### config.mk
export PLATFORM = sky130hd
export DESIGN_NAME = three_band_biquad_eq_cascade
export DESIGN_NICKNAME = d
export VERILOG_FILES = /design/src/eq3_pkg.sv /design/src/eq3_datapath.sv /design/src/eq3_ctrl.sv /design/src/three_band_biquad_eq_cascade.sv
export SDC_FILE = /design/constraint.sdc
export NUM_CORES = 2
export LEC_CHECK = 0
export BUFFER_PORTS_ARGS = -buffer_cell sky130_fd_sc_hd__buf_2
export CORE_UTILIZATION = 40
export DETAILED_ROUTE_END_ITERATION = 16
export GPL_TIMING_DRIVEN = 1
export HOLD_SLACK_MARGIN = 0.06
export SETUP_SLACK_MARGIN = 0.15
export SYNTH_ARGS = -nofsm -noshare
export SYNTH_HDL_FRONTEND = slang
export SYNTH_SLANG_ARGS = --single-unit
### constraint.sdc
create_clock -name clk -period 23 [get_ports clk]
set_input_delay 3.45 -clock clk [delete_from_list [all_inputs] [get_ports clk]]
set_output_delay 3.45 -clock clk [all_outputs]
set_load 0.05 [all_outputs]
### src/eq3_pkg.sv
`timescale 1ns / 1ps

package eq3_pkg;

    localparam int NUM_STAGES     = 3;
    localparam int COEF_FRAC_BITS = 18;
    localparam int NUM_COEFS      = 5;

    localparam int SAMPLE_W    = 16;
    localparam int COEF_W      = 24;
    localparam int TAP_W       = 32;
    localparam int PROD_W      = COEF_W + TAP_W;
    localparam int ACC_W       = 64;
    localparam int STAGE_SEL_W = 2;
    localparam int COEF_SEL_W  = 3;
    localparam int STAGE_W     = (NUM_STAGES > 1) ? $clog2(NUM_STAGES) : 1;

    // Item kinds.
    localparam logic KIND_SAMPLE = 1'b0;
    localparam logic KIND_COEF   = 1'b1;

    // Coefficient slots; the MAC step counter walks them in this order.
    localparam logic [COEF_SEL_W-1:0] SLOT_B0 = 3'd0;
    localparam logic [COEF_SEL_W-1:0] SLOT_B1 = 3'd1;
    localparam logic [COEF_SEL_W-1:0] SLOT_B2 = 3'd2;
    localparam logic [COEF_SEL_W-1:0] SLOT_A1 = 3'd3;
    localparam logic [COEF_SEL_W-1:0] SLOT_A2 = 3'd4;

    typedef struct packed {
        logic                  load_sample;
        logic                  write_coef;
        logic                  mul_en;
        logic                  acc_en;
        logic                  finish;
        logic                  out_load;
        logic [STAGE_W-1:0]    stage;
        logic [COEF_SEL_W-1:0] step;
    } eq3_cmd_t;

endpackage

### src/eq3_datapath.sv
`timescale 1ns / 1ps

module eq3_datapath
(
    input  logic                                   clk,
    input  logic                                   rst_n,
    input  eq3_pkg::eq3_cmd_t                      cmd,
    input  logic signed [eq3_pkg::SAMPLE_W-1:0]    left_sample,
    input  logic signed [eq3_pkg::SAMPLE_W-1:0]    right_sample,
    input  logic        [eq3_pkg::STAGE_SEL_W-1:0] stage_select,
    input  logic        [eq3_pkg::COEF_SEL_W-1:0]  coef_select,
    input  logic signed [eq3_pkg::COEF_W-1:0]      coef_value,
    output logic signed [eq3_pkg::SAMPLE_W-1:0]    sample_out
);
    import eq3_pkg::*;

    typedef struct packed {
        logic signed [TAP_W-1:0] x1;
        logic signed [TAP_W-1:0] x2;
        logic signed [TAP_W-1:0] y1;
        logic signed [TAP_W-1:0] y2;
    } eq3_taps_t;

    localparam logic signed [ACC_W-1:0] ROUND_INIT = 64'sd1 <<< (COEF_FRAC_BITS - 1);
    localparam logic signed [ACC_W-1:0] Y_MAX      = 64'sd2147483647;
    localparam logic signed [ACC_W-1:0] Y_MIN      = -Y_MAX - 64'sd1;
    localparam logic signed [TAP_W-1:0] OUT_MAX    = 32'sd32767;
    localparam logic signed [TAP_W-1:0] OUT_MIN    = -32'sd32768;

    logic signed [COEF_W-1:0] coef_reg [NUM_STAGES][NUM_COEFS];
    eq3_taps_t                taps_reg [NUM_STAGES];

    logic signed [TAP_W-1:0]    x_reg;
    logic signed [PROD_W-1:0]   prod_reg;
    logic                       prod_sub_reg;
    logic signed [ACC_W-1:0]    acc_reg;
    logic signed [SAMPLE_W-1:0] sample_out_reg;

    logic [STAGE_W+STAGE_SEL_W-1:0] stage_ext;
    logic [STAGE_W-1:0]             wr_stage;
    logic                           wr_ok;
    logic signed [SAMPLE_W:0]       pair_sum;
    logic signed [SAMPLE_W:0]       pair_half;
    eq3_taps_t                      row;
    logic signed [COEF_W-1:0]       coef_sel;
    logic signed [TAP_W-1:0]        op_sel;
    logic signed [PROD_W-1:0]       prod_next;
    logic signed [ACC_W-1:0]        acc_next;
    logic signed [ACC_W-1:0]        acc_shift;
    logic signed [TAP_W-1:0]        y_next;

    always_comb
    begin
        stage_ext = (STAGE_W + STAGE_SEL_W)'(stage_select);
        wr_stage  = stage_ext[STAGE_W-1:0];
        wr_ok     = (int'(stage_select) < NUM_STAGES) && (int'(coef_select) < NUM_COEFS);
    end

    // Halving that truncates toward zero: add one to a negative sum first.
    always_comb
    begin
        pair_sum  = (SAMPLE_W + 1)'(left_sample) + (SAMPLE_W + 1)'(right_sample);
        pair_half = (pair_sum + $signed({{SAMPLE_W{1'b0}}, pair_sum[SAMPLE_W]})) >>> 1;
    end

    always_comb
    begin
        row      = taps_reg[cmd.stage];
        coef_sel = coef_reg[cmd.stage][cmd.step];
        case (cmd.step)
            SLOT_B0: op_sel = x_reg;
            SLOT_B1: op_sel = row.x1;
            SLOT_B2: op_sel = row.x2;
            SLOT_A1: op_sel = row.y1;
            SLOT_A2: op_sel = row.y2;
            default: op_sel = '0;
        endcase
        prod_next = coef_sel * op_sel;
    end

    always_comb
    begin
        if (prod_sub_reg)
        begin
            acc_next = acc_reg - ACC_W'(prod_reg);
        end
        else
        begin
            acc_next = acc_reg + ACC_W'(prod_reg);
        end
    end

    // The accumulator starts at half an LSB, so the shift rounds half up.
    always_comb
    begin
        acc_shift = acc_reg >>> COEF_FRAC_BITS;
        if (acc_shift > Y_MAX)
        begin
            y_next = TAP_W'(Y_MAX);
        end
        else if (acc_shift < Y_MIN)
        begin
            y_next = TAP_W'(Y_MIN);
        end
        else
        begin
            y_next = TAP_W'(acc_shift);
        end
    end

    always_ff @(posedge clk or negedge rst_n)
    begin
        if (!rst_n)
        begin
            for (int s = 0; s < NUM_STAGES; s++)
            begin
                taps_reg[s] <= '0;
                for (int k = 0; k < NUM_COEFS; k++)
                begin
                    coef_reg[s][k] <= '0;
                end
            end
        end
        else
        begin
            if (cmd.write_coef && wr_ok)
            begin
                coef_reg[wr_stage][coef_select] <= coef_value;
            end
            if (cmd.finish)
            begin
                taps_reg[cmd.stage].x2 <= row.x1;
                taps_reg[cmd.stage].x1 <= x_reg;
                taps_reg[cmd.stage].y2 <= row.y1;
                taps_reg[cmd.stage].y1 <= y_next;
            end
        end
    end

    always_ff @(posedge clk)
    begin
        if (cmd.load_sample)
        begin
            x_reg <= TAP_W'(pair_half);
        end
        else if (cmd.finish)
        begin
            x_reg <= y_next;
        end

        if (cmd.load_sample || cmd.finish)
        begin
            acc_reg <= ROUND_INIT;
        end
        else if (cmd.acc_en)
        begin
            acc_reg <= acc_next;
        end

        if (cmd.mul_en)
        begin
            prod_reg     <= prod_next;
            prod_sub_reg <= (cmd.step == SLOT_A1) || (cmd.step == SLOT_A2);
        end

        if (cmd.out_load)
        begin
            if (x_reg > OUT_MAX)
            begin
                sample_out_reg <= SAMPLE_W'(OUT_MAX);
            end
            else if (x_reg < OUT_MIN)
            begin
                sample_out_reg <= SAMPLE_W'(OUT_MIN);
            end
            else
            begin
                sample_out_reg <= SAMPLE_W'(x_reg);
            end
        end
    end

    assign sample_out = sample_out_reg;

endmodule

### src/eq3_ctrl.sv
`timescale 1ns / 1ps

module eq3_ctrl
(
    input  logic              clk,
    input  logic              rst_n,
    input  logic              in_valid,
    output logic              in_stall,
    input  logic              kind,
    output logic              out_valid,
    input  logic              out_stall,
    output eq3_pkg::eq3_cmd_t cmd
);
    import eq3_pkg::*;

    localparam logic [2:0] ST_IDLE = 3'd0;
    localparam logic [2:0] ST_MAC  = 3'd1;
    localparam logic [2:0] ST_LAST = 3'd2;
    localparam logic [2:0] ST_FIN  = 3'd3;
    localparam logic [2:0] ST_OUT  = 3'd4;

    localparam logic [STAGE_W-1:0] LAST_STAGE = STAGE_W'(NUM_STAGES - 1);

    logic [2:0]            state_reg, state_next;
    logic [STAGE_W-1:0]    stage_reg, stage_next;
    logic [COEF_SEL_W-1:0] step_reg, step_next;
    logic                  out_valid_reg, out_valid_next;
    logic                  in_accept;
    logic                  out_free;

    assign in_stall  = (state_reg != ST_IDLE);
    assign in_accept = in_valid && !in_stall;
    assign out_free  = !out_valid_reg || !out_stall;
    assign out_valid = out_valid_reg;

    always_comb
    begin
        state_next     = state_reg;
        stage_next     = stage_reg;
        step_next      = step_reg;
        out_valid_next = out_valid_reg && out_stall;

        cmd             = '0;
        cmd.stage       = stage_reg;
        cmd.step        = step_reg;

        unique case (state_reg)
            ST_IDLE:
            begin
                cmd.load_sample = in_accept && (kind == KIND_SAMPLE);
                cmd.write_coef  = in_accept && (kind == KIND_COEF);
                if (cmd.load_sample)
                begin
                    state_next = ST_MAC;
                    stage_next = '0;
                    step_next  = SLOT_B0;
                end
            end
            ST_MAC:
            begin
                // Each cycle issues one product and, past the first slot, adds the one before it.
                cmd.mul_en = 1'b1;
                cmd.acc_en = (step_reg != SLOT_B0);
                if (step_reg == SLOT_A2)
                begin
                    state_next = ST_LAST;
                    step_next  = SLOT_B0;
                end
                else
                begin
                    step_next = step_reg + 1'b1;
                end
            end
            ST_LAST:
            begin
                cmd.acc_en = 1'b1;
                state_next = ST_FIN;
            end
            ST_FIN:
            begin
                cmd.finish = 1'b1;
                if (stage_reg == LAST_STAGE)
                begin
                    state_next = ST_OUT;
                end
                else
                begin
                    stage_next = stage_reg + 1'b1;
                    state_next = ST_MAC;
                end
            end
            ST_OUT:
            begin
                if (out_free)
                begin
                    cmd.out_load   = 1'b1;
                    out_valid_next = 1'b1;
                    state_next     = ST_IDLE;
                end
            end
            default:
            begin
                state_next = ST_IDLE;
            end
        endcase
    end

    always_ff @(posedge clk or negedge rst_n)
    begin
        if (!rst_n)
        begin
            state_reg     <= ST_IDLE;
            stage_reg     <= '0;
            step_reg      <= SLOT_B0;
            out_valid_reg <= 1'b0;
        end
        else
        begin
            state_reg     <= state_next;
            stage_reg     <= stage_next;
            step_reg      <= step_next;
            out_valid_reg <= out_valid_next;
        end
    end

`ifndef SYNTH
    a_no_overwrite: assert property (@(posedge clk) disable iff (!rst_n)
        cmd.out_load |-> !(out_valid_reg && out_stall))
        else $error("result register loaded while a result is held");

    a_step_range: assert property (@(posedge clk) disable iff (!rst_n)
        step_reg <= SLOT_A2)
        else $error("MAC step counter out of range");

    a_stage_range: assert property (@(posedge clk) disable iff (!rst_n)
        stage_reg <= LAST_STAGE)
        else $error("stage counter out of range");

    a_no_early_result: assert property (@(posedge clk) disable iff (!rst_n)
        cmd.load_sample |=> !cmd.out_load && (state_reg == ST_MAC))
        else $error("sample did not enter the MAC sequence");
`endif

endmodule

### src/three_band_biquad_eq_cascade.sv
// Channel   Handshake                 Payload
// input     in_valid / in_stall       kind, left_sample, right_sample,
//                                     stage_select, coef_select, coef_value
// output    out_valid / out_stall     sample_out
//
// A sample pair is taken in the idle state, then runs through each biquad stage on
// the single shared multiplier (five products, a last add, then the round and tap
// update), and then loads the result register. A coefficient write is taken in idle.
// Reset clears the coefficients, the delay taps and the control state at once.
// A result held by out_stall does not block the next transfer in; the block
// waits only if a new result is ready before the held one is taken.
`timescale 1ns / 1ps

module three_band_biquad_eq_cascade
(
    input  logic                                   clk,
    input  logic                                   rst_n,
    input  logic                                   in_valid,
    output logic                                   in_stall,
    input  logic                                   kind,
    input  logic signed [eq3_pkg::SAMPLE_W-1:0]    left_sample,
    input  logic signed [eq3_pkg::SAMPLE_W-1:0]    right_sample,
    input  logic        [eq3_pkg::STAGE_SEL_W-1:0] stage_select,
    input  logic        [eq3_pkg::COEF_SEL_W-1:0]  coef_select,
    input  logic signed [eq3_pkg::COEF_W-1:0]      coef_value,
    output logic                                   out_valid,
    input  logic                                   out_stall,
    output logic signed [eq3_pkg::SAMPLE_W-1:0]    sample_out
);
    import eq3_pkg::*;

    eq3_cmd_t cmd;

    eq3_ctrl u_ctrl
    (
        .clk       (clk),
        .rst_n     (rst_n),
        .in_valid  (in_valid),
        .in_stall  (in_stall),
        .kind      (kind),
        .out_valid (out_valid),
        .out_stall (out_stall),
        .cmd       (cmd)
    );

    eq3_datapath u_datapath
    (
        .clk          (clk),
        .rst_n        (rst_n),
        .cmd          (cmd),
        .left_sample  (left_sample),
        .right_sample (right_sample),
        .stage_select (stage_select),
        .coef_select  (coef_select),
        .coef_value   (coef_value),
        .sample_out   (sample_out)
    );

endmodule
==> impl_metrics.csv <==
group,metric,value,unit
status,status,"finished clean",
logic_synthesis,ys_warn_count,0,
sta,timing.hold.ws,0.458,ns
sta,slew_violations,0,
min_path,hp-class,"register to register",
worst_setup_path,cp.required,23.41,ns
detailed_routing,via_per_inst,5.54,
global_route,grt-ovfl-total,0,
logic_synthesis,synthCells,7304,
detailed_routing,routedWlPerCell,22.4,µm
clocking,clock_sinks,922,
worst_setup_path,end_kind,"register",
worst_setup_path,critical_path_class,"register to register",
sta,hold_viol,0,
global_route,grt_max_degree,171,
clocking,path_clk_slew,0.06,ns
worst_setup_path,worst-path-buf-inv,6,
die,start_util,40.4,%
worst_setup_path,worstPathArrival,12.23,ns
die,die-area,182000,µm²
logic_synthesis,synth_edf_count,105,
power_and_ir_drop,power,11.8,mW
clocking,clockRootBuffer,"clkbuf_16",
clocking,cts_tree,"yes",
place,hpwl,152,mm
logic_synthesis,synthFlopType,"dfrtp_1",
clocking,clock_path_buffers,3,
die,core-area,179000,µm²
power_and_ir_drop,max-vdd-ir-drop,0.000102,V
sta,worstMarginPinSlew,1.42,ns
detailed_routing,ant_nets,0,
sta,fin_worst_skew,0.101,ns
global_route,track_usage,24.0,%
worst_setup_path,cp_common_cell,"fa_1",
detailed_routing,drtIter0Drc,4582,
sta,fmax,84.6,MHz
power_and_ir_drop,leakage,37.0,nW
clocking,postCtsSetupBuffers,0,
worst_setup_path,startpoint_type,"register",
global_route,antenna_found_initial,3,
global_route,grt_pass1_wl,335,mm
die,pin_count,84,
layout,syn2layout_area_growth,8.93,%
detailed_routing,drc_errors,0,
layout,largest_register_ffs,384,
logic_synthesis,async_flop_share,81.7,%
clocking,cts_resized,0,
sta,fin_setup_tns,0,ns
logic_synthesis,syn_area,72300,µm²
power_and_ir_drop,power_density,149,nW/µm²
worst_setup_path,crit_family,"adder cells",
place,gp_congestion,0.939,
layout,fill_cells,17000,
clocking,h-tree-depth,3,
logic_synthesis,ys_ff_latch,922,
die,die_y,427,µm
layout,drive_gt1_share,13.5,%
logic_synthesis,syn_nets,8394,
min_path,whs_path_depth,2,
worst_setup_path,critical-path-slowest-cell,"nand3_1",
sta,finalCriticalPeriod,11.82,ns
logic_synthesis,yosysSeqAreaShare,32.2,%
worst_setup_path,critical_path_peak_fanout,42,
clocking,cts_buffers,98,
detailed_routing,num_vias,53400,
detailed_routing,first_pass_iters,6,
clocking,hold_buffers,0,
die,die_w,427,µm
layout,nNetsFinal,8273,
worst_setup_path,worst_r2r_path_depth,31,
global_route,first_global_vias,54800,
sta,setup_violations,0,
sta,period_share,51.4,%
detailed_routing,wirelength,216,mm
job,drv_cap,0,
logic_synthesis,synth.avg_cell_area,9.89,µm²
worst_setup_path,cp_slowest_stage_delay,0.99,ns
sta,relSlewSlack,5.29,%
place,io_buffers,83,
clocking,insertion_delay,0.76,ns
die,placementRows,155,
worst_setup_path,worst-path-stages,31,
logic_synthesis,ys_types,72,
sta,grt_setup_unrepaired,"no",
## logic make-up (layout without fill, tap and decap cells)
kind of cell,after synthesis,count (layout),synth area share (%)
AO/OA/AOI/OAI,1313,1313,10.4
XOR/XNOR,198,198,2.40
adder cells (fa/ha/maj),1024,1024,25.9
buffers and inverters,1352,1316,7.03
flip-flops,922,922,32.2
multiplexers,691,691,11.6
other,0,2,0
AND/OR/NAND/NOR,1804,1804,10.4
## layer usage
layer | vias to the layer above | track usage (%) | share of wire, %
met5 | - | 0 | 0.0042
met4 | 2 | 6.88 | 2.9
met3 | 330 | 4.69 | 8.0
met2 | 1945 | 37.8 | 45
met1 | 27400 | 33.5 | 44
li1 | 23700 | - | -
## Yosys cell counts (16+ instances only)
cell type	n	area share (%)
and2_1	31	0.27
nor2_1	388	2.0
dfxtp_1	64	1.8
nor2b_1	20	0.17
o21ai_0	422	2.9
or2_2	19	0.16
mux2i_1	158	2.2
o21bai_1	31	0.32
a21o_1	90	0.94
clkbuf_1	362	1.9
nand4_1	47	0.41
ha_1	238	4.1
mux4_2	72	2.2
xor2_1	34	0.41
nand2b_1	21	0.18
a211oi_1	27	0.28
xnor2_1	164	2.0
edfxtp_1	105	4.4
mux2_2	460	7.2
fa_1	786	22
dfrtp_1	753	26
nor4_1	20	0.17
nor3_1	31	0.21
o211ai_1	16	0.17
a31oi_1	122	1.1
inv_1	925	4.8
nand2_1	1116	5.8
buf_1	57	0.30
a21oi_1	478	3.3
and3_1	16	0.14
nand3_1	55	0.38
o22a_1	21	0.25
## where the power goes
group / leakage, nW / switching [mW] / internal (mW)
clock network: 1.70 / 0.706 / 0.972
registers: 11.7 / 0.359 / 2.27
logic: 23.6 / 4.84 / 2.61
total: 37.0 / 5.91 / 5.85
## worst register-to-register path, delay by kind of cell, from the launching register on
family                     cells  cell delay [ns]
DFF                            1             0.67
adders and majority gates      8             3.89
AOI/OAI and AO/OA             11             3.09
muxes                          1             0.36
buffers and inverters          6             1.80
and+or+nand+nor                4             1.60
xor gates and xnor gates       1             0.09
## worst paths after layout
kind / slack [ns] / to / from
max: 11.18 / u_datapath.prod_reg[52] / u_ctrl.stage_reg[0]
min: 0.46 / u_datapath.acc_reg[14] / u_datapath.acc_reg[14]
max reg2reg: 11.18 / u_datapath.prod_reg[52] / u_ctrl.stage_reg[0]
min reg2reg: 0.46 / u_datapath.acc_reg[14] / u_datapath.acc_reg[14]
max in group asynchronous: 16.44 / u_datapath.taps_reg[207] / rst_n
min in group asynchronous: 2.75 / u_datapath.coef_reg[289] / rst_n
## through the flow
stage / cell area (µm²) / setup slack, ns / instances / utilization, %
after floorplan: 72300 / 13.76 / 7304 / -
after global placement: 75200 / 11.43 / 9438 / 42.0
after detailed placement: 75200 / 11.32 / 9438 / 42.0
after CTS: 78700 / 11.22 / 9623 / 44.0
after global routing: 78700 / 10.75 / 9624 / 44.0
final: 78700 / 11.18 / 9625 / 44.0
## cell usage in the layout, fill, tap and decap left out, types with 72 or more instances in the layout
cell type and count:
o21ai_0 422, nor2_1 381, buf_4 117, nand2_1 1108
fa_1 786, mux4_2 72, a21o_1 89, buf_2 82
dfrtp_1 749, a31oi_1 122, mux2_2 460, inv_1 925
a21oi_1 476, ha_1 238, mux2i_1 158, edfxtp_1 105
clkbuf_16 101, xnor2_1 164
## final cells by class
cell class                      count  area [µm²]  share of cell area [%]
Sequential cell                   922       23300                    29.6
Clock buffer                      132        2780                    3.54
Tap cell                         2355        2950                    3.74
Timing Repair Buffer              204        1380                    1.76
Antenna cell                        2        5.00                 0.00636
Inverter                          927        3480                    4.42
Multi-Input combinational cell   5030       44100                    56.1
Clock inverter                     53         677                   0.860
Power figures use the tool's default switching activity.
